**src/sv/ttss_pkg.sv**
```systemverilog
`timescale 1ns / 1ps
// ----------------------------------------------------------------------------
// ttss_pkg
// Shared types, constants and helpers of the timed task slot scheduler.
// ----------------------------------------------------------------------------
package ttss_pkg;

	localparam int MAX_SLOTS   = 32;
	localparam int FIELD_SLOTS = 32;
	localparam int LIM_SLOTS   = (MAX_SLOTS < FIELD_SLOTS) ? MAX_SLOTS : FIELD_SLOTS;
	localparam int SLOT_W      = 5;
	localparam int CNT_W       = 6;
	localparam int SLEEP_W     = 31;
	localparam int TIME_W      = 32;

	localparam logic [2:0] OP_TICK    = 3'd0;
	localparam logic [2:0] OP_CREATE  = 3'd1;
	localparam logic [2:0] OP_DELETE  = 3'd2;
	localparam logic [2:0] OP_RESUME  = 3'd3;
	localparam logic [2:0] OP_SUSPEND = 3'd4;
	localparam logic [2:0] OP_SETWAIT = 3'd5;

	localparam logic [CNT_W-1:0] CNT_RESET = CNT_W'(2);

	typedef struct packed {
		logic [2:0]         opcode;
		logic [SLOT_W-1:0]  slot;
		logic [TIME_W-1:0]  now_ms;
		logic [SLEEP_W-1:0] wait_ms;
	} in_t;

	typedef struct packed {
		logic [SLOT_W-1:0] ready_slot;
		logic              ready_valid;
		logic              last;
	} out_t;

	function automatic logic [CNT_W-1:0] eff_count(input logic [CNT_W-1:0] c);
		logic [CNT_W-1:0] r;
		r = c;
		if (c == '0) r = CNT_W'(2);
		if (r > CNT_W'(LIM_SLOTS)) r = CNT_W'(LIM_SLOTS);
		return r;
	endfunction

	function automatic logic [SLOT_W-1:0] lowest(input logic [MAX_SLOTS-1:0] v);
		logic [SLOT_W-1:0] r;
		r = '0;
		for (int i = MAX_SLOTS - 1; i >= 0; i--) begin
			if (v[i]) r = SLOT_W'(i);
		end
		return r;
	endfunction

endpackage

```
**src/sv/ttss_front.sv**
```systemverilog
`timescale 1ns / 1ps
// ----------------------------------------------------------------------------
// ttss_front
// Accepts commands, drops bad opcodes, slots and zero waits, queues the rest.
// ----------------------------------------------------------------------------
module ttss_front (
	input  logic                      clk,
	input  logic                      arst_n,
	input  logic                      cmd_valid,
	output logic                      cmd_stall,
	input  ttss_pkg::in_t             cmd,
	input  logic [ttss_pkg::CNT_W-1:0] count,
	output logic                      q_valid,
	output ttss_pkg::in_t             q_data,
	input  logic                      q_pop
);
	import ttss_pkg::*;

	in_t        fifo_q [2];
	logic       wr_q;
	logic       rd_q;
	logic [1:0] cnt_q;
	logic       keep;
	logic       push;
	logic       in_range;

	assign in_range  = {1'b0, cmd.slot} < count;
	assign cmd_stall = (cnt_q == 2'd2);

	always_comb begin
		case (cmd.opcode)
			OP_TICK, OP_CREATE:              keep = 1'b1;
			OP_DELETE, OP_RESUME, OP_SUSPEND: keep = in_range;
			OP_SETWAIT:                      keep = in_range && (cmd.wait_ms != '0);
			default:                         keep = 1'b0;
		endcase
	end

	assign push    = cmd_valid && !cmd_stall && keep;
	assign q_valid = (cnt_q != 2'd0);
	assign q_data  = fifo_q[rd_q];

	always_ff @(posedge clk) begin
		if (push) fifo_q[wr_q] <= cmd;
	end

	always_ff @(posedge clk or negedge arst_n) begin
		if (!arst_n) begin
			wr_q  <= 1'b0;
			rd_q  <= 1'b0;
			cnt_q <= 2'd0;
		end else begin
			if (push) wr_q <= ~wr_q;
			if (q_pop) rd_q <= ~rd_q;
			cnt_q <= cnt_q + 2'(push) - 2'(q_pop);
		end
	end

endmodule

```
**src/sv/ttss_back.sv**
```systemverilog
`timescale 1ns / 1ps
// ----------------------------------------------------------------------------
// ttss_back
// Executes queued commands on the slot table and drives the result register.
// ----------------------------------------------------------------------------
module ttss_back (
	input  logic                      clk,
	input  logic                      arst_n,
	input  logic [ttss_pkg::CNT_W-1:0] count,
	input  logic                      q_valid,
	input  ttss_pkg::in_t             q_data,
	output logic                      q_pop,
	output logic                      res_valid,
	input  logic                      res_stall,
	output ttss_pkg::out_t            res
);
	import ttss_pkg::*;

	localparam logic [1:0] S_IDLE = 2'd0;
	localparam logic [1:0] S_WALK = 2'd1;
	localparam logic [1:0] S_EMIT = 2'd2;

	logic [1:0]           state_q;
	logic [MAX_SLOTS-1:0] active_q;
	logic [MAX_SLOTS-1:0] susp_q;
	logic [SLEEP_W-1:0]   sleep_q [MAX_SLOTS];
	logic [TIME_W-1:0]    last_time_q;
	logic [TIME_W-1:0]    dt_q;
	logic [SLOT_W-1:0]    idx_q;
	logic [MAX_SLOTS-1:0] rdy_q;
	logic                 res_valid_q;
	out_t                 res_q;

	logic                 can_load;
	logic                 load_res;
	logic [MAX_SLOTS-1:0] below;
	logic [MAX_SLOTS-1:0] free_v;
	logic [SLOT_W-1:0]    free_idx;
	logic [SLEEP_W-1:0]   cur;
	logic [SLEEP_W-1:0]   nxt;
	logic [SLOT_W-1:0]    pick;
	logic [MAX_SLOTS-1:0] rest;

	assign can_load = !res_valid_q || !res_stall;

	always_comb begin
		for (int i = 0; i < MAX_SLOTS; i++) below[i] = (CNT_W'(i) < count);
	end

	assign free_v   = ~active_q & below;
	assign free_idx = lowest(free_v);
	assign cur      = sleep_q[idx_q];
	assign nxt      = ({1'b0, cur} <= dt_q) ? '0 : SLEEP_W'({1'b0, cur} - dt_q);
	assign pick     = lowest(rdy_q);
	assign rest     = rdy_q & ~(MAX_SLOTS'(1) << pick);
	assign q_pop    = (state_q == S_IDLE) && q_valid &&
	                  (q_data.opcode != OP_CREATE || can_load);
	assign load_res = (q_pop && q_data.opcode == OP_CREATE) ||
	                  (state_q == S_EMIT && can_load);

	assign res_valid = res_valid_q;
	assign res       = res_q;

	always_ff @(posedge clk) begin
		if (q_pop && q_data.opcode == OP_CREATE && free_v != '0)
			sleep_q[free_idx] <= '0;
		else if (q_pop && q_data.opcode == OP_RESUME && active_q[q_data.slot])
			sleep_q[q_data.slot] <= '0;
		else if (q_pop && q_data.opcode == OP_SETWAIT && active_q[q_data.slot])
			sleep_q[q_data.slot] <= q_data.wait_ms;
		else if (state_q == S_WALK && active_q[idx_q] && !susp_q[idx_q])
			sleep_q[idx_q] <= nxt;
		if (q_pop && q_data.opcode == OP_TICK) dt_q <= q_data.now_ms - last_time_q;
		if (can_load) begin
			if (q_pop && q_data.opcode == OP_CREATE)
				res_q <= '{ready_slot: free_idx, ready_valid: (free_v != '0), last: 1'b1};
			else if (state_q == S_EMIT)
				res_q <= '{ready_slot: pick, ready_valid: (rdy_q != '0),
				           last: (rest == '0)};
		end
	end

	always_ff @(posedge clk or negedge arst_n) begin
		if (!arst_n) begin
			state_q     <= S_IDLE;
			active_q    <= '0;
			susp_q      <= '0;
			last_time_q <= '0;
			idx_q       <= '0;
			rdy_q       <= '0;
			res_valid_q <= 1'b0;
		end else begin
			res_valid_q <= load_res ? 1'b1 : (can_load ? 1'b0 : res_valid_q);
			case (state_q)
				S_IDLE: begin
					if (q_pop) begin
						case (q_data.opcode)
							OP_TICK: begin
								last_time_q <= q_data.now_ms;
								idx_q       <= '0;
								rdy_q       <= '0;
								state_q     <= S_WALK;
							end
							OP_CREATE: begin
								if (free_v != '0) begin
									active_q[free_idx] <= 1'b1;
									susp_q[free_idx]   <= 1'b0;
								end
							end
							OP_DELETE: active_q[q_data.slot] <= 1'b0;
							OP_RESUME: begin
								if (active_q[q_data.slot]) susp_q[q_data.slot] <= 1'b0;
							end
							OP_SUSPEND: begin
								if (active_q[q_data.slot]) susp_q[q_data.slot] <= 1'b1;
							end
							default: ;
						endcase
					end
				end
				S_WALK: begin
					if (active_q[idx_q] && !susp_q[idx_q] && nxt == '0) rdy_q[idx_q] <= 1'b1;
					idx_q <= idx_q + 1'b1;
					if ({1'b0, idx_q} == count - 1'b1) state_q <= S_EMIT;
				end
				S_EMIT: begin
					if (can_load) begin
						rdy_q <= rest;
						if (rest == '0) state_q <= S_IDLE;
					end
				end
				default: state_q <= S_IDLE;
			endcase
		end
	end

endmodule

```
**src/sv/timed_task_slot_scheduler.sv**
```systemverilog
`timescale 1ns / 1ps
// ----------------------------------------------------------------------------
// timed_task_slot_scheduler
// Task slot table with millisecond sleep countdowns and ready reporting.
// ----------------------------------------------------------------------------
// A two-entry command queue takes transactions while the executor works.
// Create, delete, resume, suspend and set wait are each executed in the
// idle state. A tick records the time and starts the slot walk, visits one
// slot per cycle over the configured slot count n, then gives one result
// per cycle per ready slot while results are not stalled (or one result
// if none is ready).
// ----------------------------------------------------------------------------
module timed_task_slot_scheduler (
	input  logic                      clk,
	input  logic                      arst_n,
	input  logic                      cmd_valid,
	output logic                      cmd_stall,
	input  ttss_pkg::in_t             cmd,
	output logic                      res_valid,
	input  logic                      res_stall,
	output ttss_pkg::out_t            res,
	input  logic                      cfg_valid,
	output logic                      cfg_ready,
	input  logic [ttss_pkg::CNT_W-1:0] cfg_data
);
	import ttss_pkg::*;

	logic [CNT_W-1:0] slot_count_q;
	logic [CNT_W-1:0] count;
	logic             q_valid;
	in_t              q_data;
	logic             q_pop;

	assign cfg_ready = 1'b1;
	assign count     = eff_count(slot_count_q);

	always_ff @(posedge clk or negedge arst_n) begin
		if (!arst_n) slot_count_q <= CNT_RESET;
		else if (cfg_valid && cfg_ready) slot_count_q <= cfg_data;
	end

	ttss_front u_front (
		.clk(clk), .arst_n(arst_n), .cmd_valid(cmd_valid), .cmd_stall(cmd_stall),
		.cmd(cmd), .count(count), .q_valid(q_valid), .q_data(q_data), .q_pop(q_pop)
	);

	ttss_back u_back (
		.clk(clk), .arst_n(arst_n), .count(count), .q_valid(q_valid), .q_data(q_data),
		.q_pop(q_pop), .res_valid(res_valid), .res_stall(res_stall), .res(res)
	);

endmodule

```
**config.mk**
```make
export PLATFORM = sky130hd
export DESIGN_NAME = timed_task_slot_scheduler
export DESIGN_NICKNAME = d
export VERILOG_FILES = /design/src/sv/ttss_pkg.sv /design/src/sv/ttss_front.sv /design/src/sv/ttss_back.sv /design/src/sv/timed_task_slot_scheduler.sv
export SDC_FILE = /design/constraint.sdc
export NUM_CORES = 2
export LEC_CHECK = 0
export ABC_AREA = 1
export BUFFER_PORTS_ARGS = -buffer_cell sky130_fd_sc_hd__clkbuf_2
export CELL_PAD_IN_SITES_DETAIL_PLACEMENT = 0
export CELL_PAD_IN_SITES_GLOBAL_PLACEMENT = 2
export CORE_ASPECT_RATIO = 0.5
export CORE_MARGIN = 5
export CORE_UTILIZATION = 45
export CTS_BUF_LIST = sky130_fd_sc_hd__clkbuf_2
export DETAILED_ROUTE_END_ITERATION = 10
export PLACE_DENSITY_LB_ADDON = 0.1
export SETUP_SLACK_MARGIN = 0.02
export SLEW_MARGIN = 25
export SYNTH_ARGS = -nofsm -noshare
export SYNTH_HDL_FRONTEND = slang
export SYNTH_SLANG_ARGS = --single-unit
export TNS_END_PERCENT = 20
```
**constraint.sdc**
```tcl
create_clock -name clk -period 7 [get_ports clk]
set_input_delay 1.05 -clock clk [delete_from_list [all_inputs] [get_ports clk]]
set_output_delay 1.05 -clock clk [all_outputs]
set_load 0.01 [all_outputs]
```
After elaboration in Yosys (flattened, before gate mapping)
Memories as Yosys holds them, arrays and structs flattened.
Index checks and enable logic that the tools add are counted.
{"block": "totals", "regBits": 185, "ramBits": 1134, "output_inout_bits": 10, "elab_cells": 285, "n_memories": 2}
{"memory": "u_back.sleep_q", "depth": 32, "width": 31, "read_ports": 1, "rd_ports_with_merged_regs": 0, "wr": 1, "line": "ttss_back.sv:26", "rtl": "logic [SLEEP_W-1:0] sleep_q [MAX_SLOTS];"}
{"memory": "u_front.fifo_q", "depth": 2, "width": 71, "read_ports": 1, "rd_ports_with_merged_regs": 0, "wr": 1, "line": "ttss_front.sv:19", "rtl": "in_t fifo_q [2];"}
{"block": "op_classes", "n_addsub": 6, "magnitude_cmp": 41, "eq_ne": 24, "n_shift": 1, "muxes": 127, "bitwise": 15, "reduce_logical": 54}
{"operator": "5-bit 2-to-1 mux", "n": 68}
{"operator": "32-bit 2-to-1 mux", "n": 8}
{"operator": "32-bit case mux with 3 select lines", "n": 2}
{"operator": "32-bit AND", "n": 5}
{"operator": "32-bit NOT", "n": 4}
{"operator": "31-bit 2-to-1 mux", "n": 4}
{"operator": "5-bit by 6-bit < comparator with 1-bit output (first input constant)", "n": 16}
{"operator": "32-bit bitwise OR", "n": 3}
{"operator": "32-bit case mux with 2 select lines", "n": 1}
{"operator": "32-bit nonzero test", "n": 2}
{"operator": "31-bit OR reduction", "n": 2}
{"operator": "4-bit by 6-bit < comparator with 1-bit output (first input constant)", "n": 8}
{"operator": "31-bit by 32-bit less-or-equal comparator with 1-bit output", "n": 1}
{"operator": "32-bit logical NOT", "n": 1}
{"operator": "1-bit by 5-bit << shifter with 32-bit output (first input constant)", "n": 1}
{"operator": "32-bit subtractor", "n": 1}
{"operator": "31-bit logical NOT", "n": 1}
{"operator": "31-bit nonzero test", "n": 1}
{"operator": "31-bit subtractor", "n": 1}
{"operator": "1-bit 2-to-1 mux", "n": 26}
{"operator": "3-bit by 6-bit < comparator with 1-bit output (first input constant)", "n": 4}
{"operator": "1-bit logical AND", "n": 20}
{"operator": "5-bit by 6-bit < comparator with 1-bit output (second input constant)", "n": 3}
{"operator": "1-bit binary-select mux with 5-bit select", "n": 3}
{"operator": "41 further kinds", "n": 82}

Depth between registers and ports, before layout
{"block": "logic_depth", "ltp_word": 46, "mapped_depth": 47}

Cells and area by module
Synthesis repeated with hierarchy kept, for this count alone.
{"block": "unflattened", "hier_cells": 5115, "area_unflattened_um2": 58112.0}
{"module": "ttss_back", "n_inst": 1, "cells_each": 4781, "area_each_um2": 52241.4}
{"module": "ttss_front", "n_inst": 1, "cells_each": 298, "area_each_um2": 5582.9}
{"module": "timed_task_slot_scheduler", "n_inst": 1, "cells_each": 36, "area_each_um2": 287.8}

Least setup slack after synthesis
No wires, ideal clock.
{"block": "synth_path", "kind": "flip-flop to flip-flop", "startpoint": "register u_back.idx_q[0]", "endpoint": "memory u_back.sleep_q[0][0] (data pin)", "setup_time_ns": 0.467, "arrival_ns": 5.949, "setup_slack_ns": 0.584, "path_stages_with_launch": 31, "period_less_slack_ns": 6.416, "path_cell_list": "dfrtp_1 > clkbuf_1 > clkbuf_1 > clkbuf_1 > clkbuf_1 > clkbuf_1 > clkbuf_1 > o21ai_0 > o22ai_1 > nand2_1 > nand4_1 > nor3_1 > ha_1 > inv_1 > fa_1 > nand3_1 > nand3_1 > nand2_1 > nand2_1 > a21oi_2 > o21ai_2 > a21boi_2 > o21ai_2 > a21boi_2 > o21ai_2 > inv_2 > o21a_1 > o21ai_2 > nand2_4 > buf_2 > o31ai_1"}
{"block": "synth_between", "elab_chain_len": 11}
{"element": "start, declared", "line": "ttss_back.sv:29", "rtl": "logic [SLOT_W-1:0] idx_q;"}
{"element": "start signal, assigned", "line": "ttss_back.sv:123", "rtl": "idx_q <= idx_q + 1'b1;"}
{"element": "branches (longest 10 deep; another with memory read 32 x 31 bit)"}
{"element": "31-bit 2-to-1 mux (no source line) *"}
{"element": "end, declared", "line": "ttss_back.sv:26"}
Mark *: on every way between the ends. The select of a mux whose other input is x is not followed.

Final worst setup path
{"block": "layout_path", "startpoint": "register u_back.idx_q[0]", "endpoint": "register u_back.rdy_q[10]"}
{"block": "layout_between", "elab_chain_len": 7}
{"element": "memory read 32 x 31 bit, or another cell as far along"}
{"element": "31-bit subtractor, or another cell as far along", "line": "ttss_back.sv:53", "rtl": "assign nxt = ({1'b0, cur} <= dt_q) ? '0 : SLEEP_W'({1'b0, cur} - dt_q);"}
{"element": "31-bit 2-to-1 mux, or another cell as far along", "line": "ttss_back.sv:53"}
{"element": "31-bit logical NOT, or another cell as far along", "line": "ttss_back.sv:122", "rtl": "if (active_q[idx_q] && !susp_q[idx_q] && nxt == '0) rdy_q[idx_q] <= 1'b1;"}
{"element": "1-bit logical AND or 32-bit bitwise OR (tied branches)"}
{"element": "2-bit inequality test (no source line) or 32-bit 2-to-1 mux (tied branches)"}
{"element": "5-bit AND reduction (no source line) or 32-bit case mux with 3 select lines (tied branches)"}
{"element": "end signal, assigned", "line": "ttss_back.sv:128", "rtl": "rdy_q <= rest;"}
{"element": "end, declared", "line": "ttss_back.sv:30", "rtl": "logic [MAX_SLOTS-1:0] rdy_q;"}
Parallel ways exist; a longest one is shown, timed or not. The select of a mux whose other input is x is not followed.
A chain may end at the register's enable or synchronous reset.

==> reports/qor.yml <==
outcome:
  status: "finished, final reports clean"
yosys:
  yosysMostFrequentCell: "edfxtp_1"
  synth.top_cell.area_share_pct: 60.6
  synth_area_sq_um: 58100
  synth-main-ff-cell: "edfxtp_1"
  syn_area_per_cell_sq_um: 11.1
  yosysTopAreaCell: "edfxtp_1"
  async_flop_share_pct: 11.1
  syn_inst: 5236
  synth_cell_types: 62
  yosys-top-cells-count: "edfxtp_1, nor2_1, o21ai_0"
  yosys_register_bits: 1319
  yosysSeqAreaShare_pct: 66.9
  synth_nets: 5399
  synth_edf_count: 1173
  synth_area_leaders: "edfxtp_1, o21ai_0, dfrtp_1, nor2_1, nand2_1"
  yosys_warnings: 0
setup_path:
  cp_slowest_cell: "dfrtp_4"
  path_class: "register to register"
  cp_max_fo: 104
  startpoint: "u_back.idx_q[0]"
  reg2reg_from: "u_back.idx_q[0]"
  path_delay_family: "simple AND/OR/NAND/NOR gates"
  rrSetupSlack_ns: 0.37
  slowest_delay_ns: 0.65
  cp.arrival_ns: 7.82
  critPathMostFrequentCell: "nand2_1"
  crit_required_ns: 8.19
  rr_worst_depth: 28
  cp-start-kind: "register"
  crit_path_end_kind: "register"
  endpoint: "u_back.rdy_q[10]"
  timing.rr.end: "u_back.rdy_q[10]"
  path_depth: 28
  timing.critical_path.buf_inv: 6
sta:
  slew_viol_final: 0
  setup_slack_ns: 0.371
  tightest_slew_ns: 1.22
  max-slew-margin-rel_pct: 18.6
  fmax_mhz: 151
  fin_crit_sh_pct: 94.7
  final.setup.tns_ns: 0
  whs_ns: 0.207
  final_hold_viol_count: 0
  clock_skew_ns: 0.232
  rsz0062_at_grt: "no"
  fin_crit_ns: 6.63
  finalSetupViolations: 0
floorplanning:
  dieWidth_um: 518
  start_util_pct: 45.2
  die_y_um: 264
  row_count: 93
  core_area_sq_um: 128000
  die_area_sq_um: 137000
  io_pins: 92
finish:
  drive_above_1_share_pct: 15.4
  final_cells: 7524
  nFillCells: 11599
  nNetsFinal: 5776
  areaGrowthSynthToFinish_pct: 12.7
  final_util_pct: 51.0
placement:
  dp_slack_ns: 0.556
  place_congestion: 0.917
  dp.cells: 6920
  hpwlAfterDp_um: 120000
  io_buffers: 90
clocking:
  cts_tree: "done"
  clockBufferDepth: 4
  numCtsBuffers: 304
  clock_latency_ns: 1.46
  clkSinkCount: 1319
  path_clk_slew_ns: 0.11
  cts_root_buffer: "clkbuf_2"
  cts.htree.levels: 5
  cts_setup_buffers: 0
route:
  vias_per_cell: 5.82
  drc: 0
  dr_total_vias: 43756
  drtIter0Drc: 5217
  ant_nets: 0
  wirelength_um: 193000
  drt-pass1-iter-count: 5
  wl_per_cell_um: 25.6
flow_run:
  max-cap-violations: 0
global_routing:
  grt_max_degree: 105
  antenna_found_initial: 11
  grt_pass1_vias: 41434
  track_usage_pct: 27.4
  overflow: 0
  grt_pass1_wl_um: 279000
power_and_ir_drop:
  cellPowerDensity_nw_per_um2: 394
  p_leak_nw: 24.6
  pwr-share-clk_pct: 19.0
  pwr-share-seq_pct: 38.1
  p_comb_share_pct: 42.9
  p_int_mw: 14.7
  p_switching_mw: 11.1
  ir_drop_v: 0.000208
  swShare_pct: 43.1
min_path:
  hold_class: "input pin to register"
## registers in the layout, summed over array words and instances, names as in the netlist, 5 cells and up
| signal | flops |
|---|---|
| u_front.fifo_q | 142 |
| u_back.sleep_q | 992 |
| u_back.rdy_q | 32 |
| u_back.dt_q | 32 |
| u_back.idx_q | 5 |
| u_back.res | 7 |
| u_back.last_time_q | 32 |
| u_back.susp_q | 32 |
| slot_count_q | 6 |
| u_back.active_q | 32 |
## metrics by stage
step                power, mW  area (sq um)
floorplan                17.0         58100
global placement         20.8         61800
detailed placement       20.9         61900
CTS                      25.9         65400
global route             27.5         65500
finish                   25.8         65500
## worst min-delay path by stage
stage,from,to,slack [ns],cells after the start
2_1_floorplan,u_back.last_time_q[0],u_back.last_time_q[0],0.46,2
3_3_place_gp,u_back.last_time_q[0],u_back.last_time_q[0],0.47,2
3_5_place_dp,u_back.last_time_q[0],u_back.last_time_q[0],0.49,2
4_1_cts,res_stall,u_back.res_valid,0.02,3
5_1_grt,res_stall,u_back.res_valid,0.06,3
6_report,res_stall,u_back.res_valid,0.21,3
## repair_timing
item / CTS / global route
hold buffers: 89 / 0
gates resized for setup: 0 / 3
hold endpoints to repair: 193 / 0
endpoints found under the setup margin: 0 / 6
## cell type report
| class | instances | area [sq um] | area share [%] |
|---|---|---|---|
| Antenna cell | 4 | 10.0 | 0.0153 |
| Clock buffer | 448 | 2240 | 3.42 |
| Clock inverter | 55 | 353 | 0.539 |
| Inverter | 351 | 1340 | 2.04 |
| Multi-Input combinational cell | 3285 | 17500 | 26.8 |
| Sequential cell | 1319 | 38900 | 59.4 |
| Tap cell | 1710 | 2140 | 3.27 |
| Timing Repair Buffer | 352 | 2990 | 4.56 |
## cell usage in the layout (no fill, tap or decap), drive strengths merged, types with 4 or more instances in the layout
cell | synthesis | layout
dfrtp | 145 | 145
buf | 21 | 174
bufinv | 0 | 4
nor3 | 24 | 24
o31ai | 24 | 24
a22o | 62 | 62
nor4 | 15 | 15
o21ai | 782 | 782
diode | 0 | 4
nand4 | 24 | 24
a21boi | 23 | 23
o211ai | 16 | 16
dlygate4sd3 | 0 | 89
xor2 | 39 | 39
clkinvlp | 0 | 5
edfxtp | 1173 | 1173
nand3 | 66 | 66
ha | 79 | 79
or2 | 16 | 16
clkinv | 3 | 39
o221ai | 5 | 5
a21oi | 217 | 217
inv | 348 | 358
nand2 | 667 | 667
a22oi | 14 | 14
nor2 | 818 | 818
a31oi | 5 | 5
o32ai | 11 | 11
o22ai | 267 | 267
o21bai | 8 | 8
a211oi | 5 | 5
a221oi | 65 | 65
clkbuf | 260 | 537
xnor2 | 17 | 17
## per-layer routing
metal  vias up  global-route usage (%)  share of wire (%)
met5         -                       0              0.020
met4         6                    6.41                2.0
met3       294                    6.71                 10
met2      2157                    41.2                 44
met1     21558                    40.3                 44
li1      19741                       -                  -
## power by group through the flow
stage / Sequential, mW / Combinational [mW] / Clock, mW
finish: 9.84 / 11.1 / 4.92
global route: 9.89 / 12.1 / 5.49
CTS: 9.84 / 11.0 / 5.06
detailed placement: 10.0 / 10.9 / 0
global placement: 10.0 / 10.8 / 0
floorplan: 9.95 / 7.01 / 0
## logic make-up after synthesis
logic type      after synthesis  share of synthesized area [%]
compound gates             1512                           15.1
simple gates               1634                           11.2
other cells                   1                        0.00645
flops                      1319                           66.9
mux                           1                         0.0172
buf+inv                     632                           4.18
fa+ha+maj                    81                           1.77
xor+xnor                     56                          0.844
## worst register-to-register path: cells and delay by family, from the launching register on
family	cells	cell delay, ns
fa+ha+maj	1	0.49
flops	1	0.65
compound gates	4	1.02
buf+inv	6	1.47
simple gates	17	2.93
Note: power is estimated with default switching activity, not from simulation.
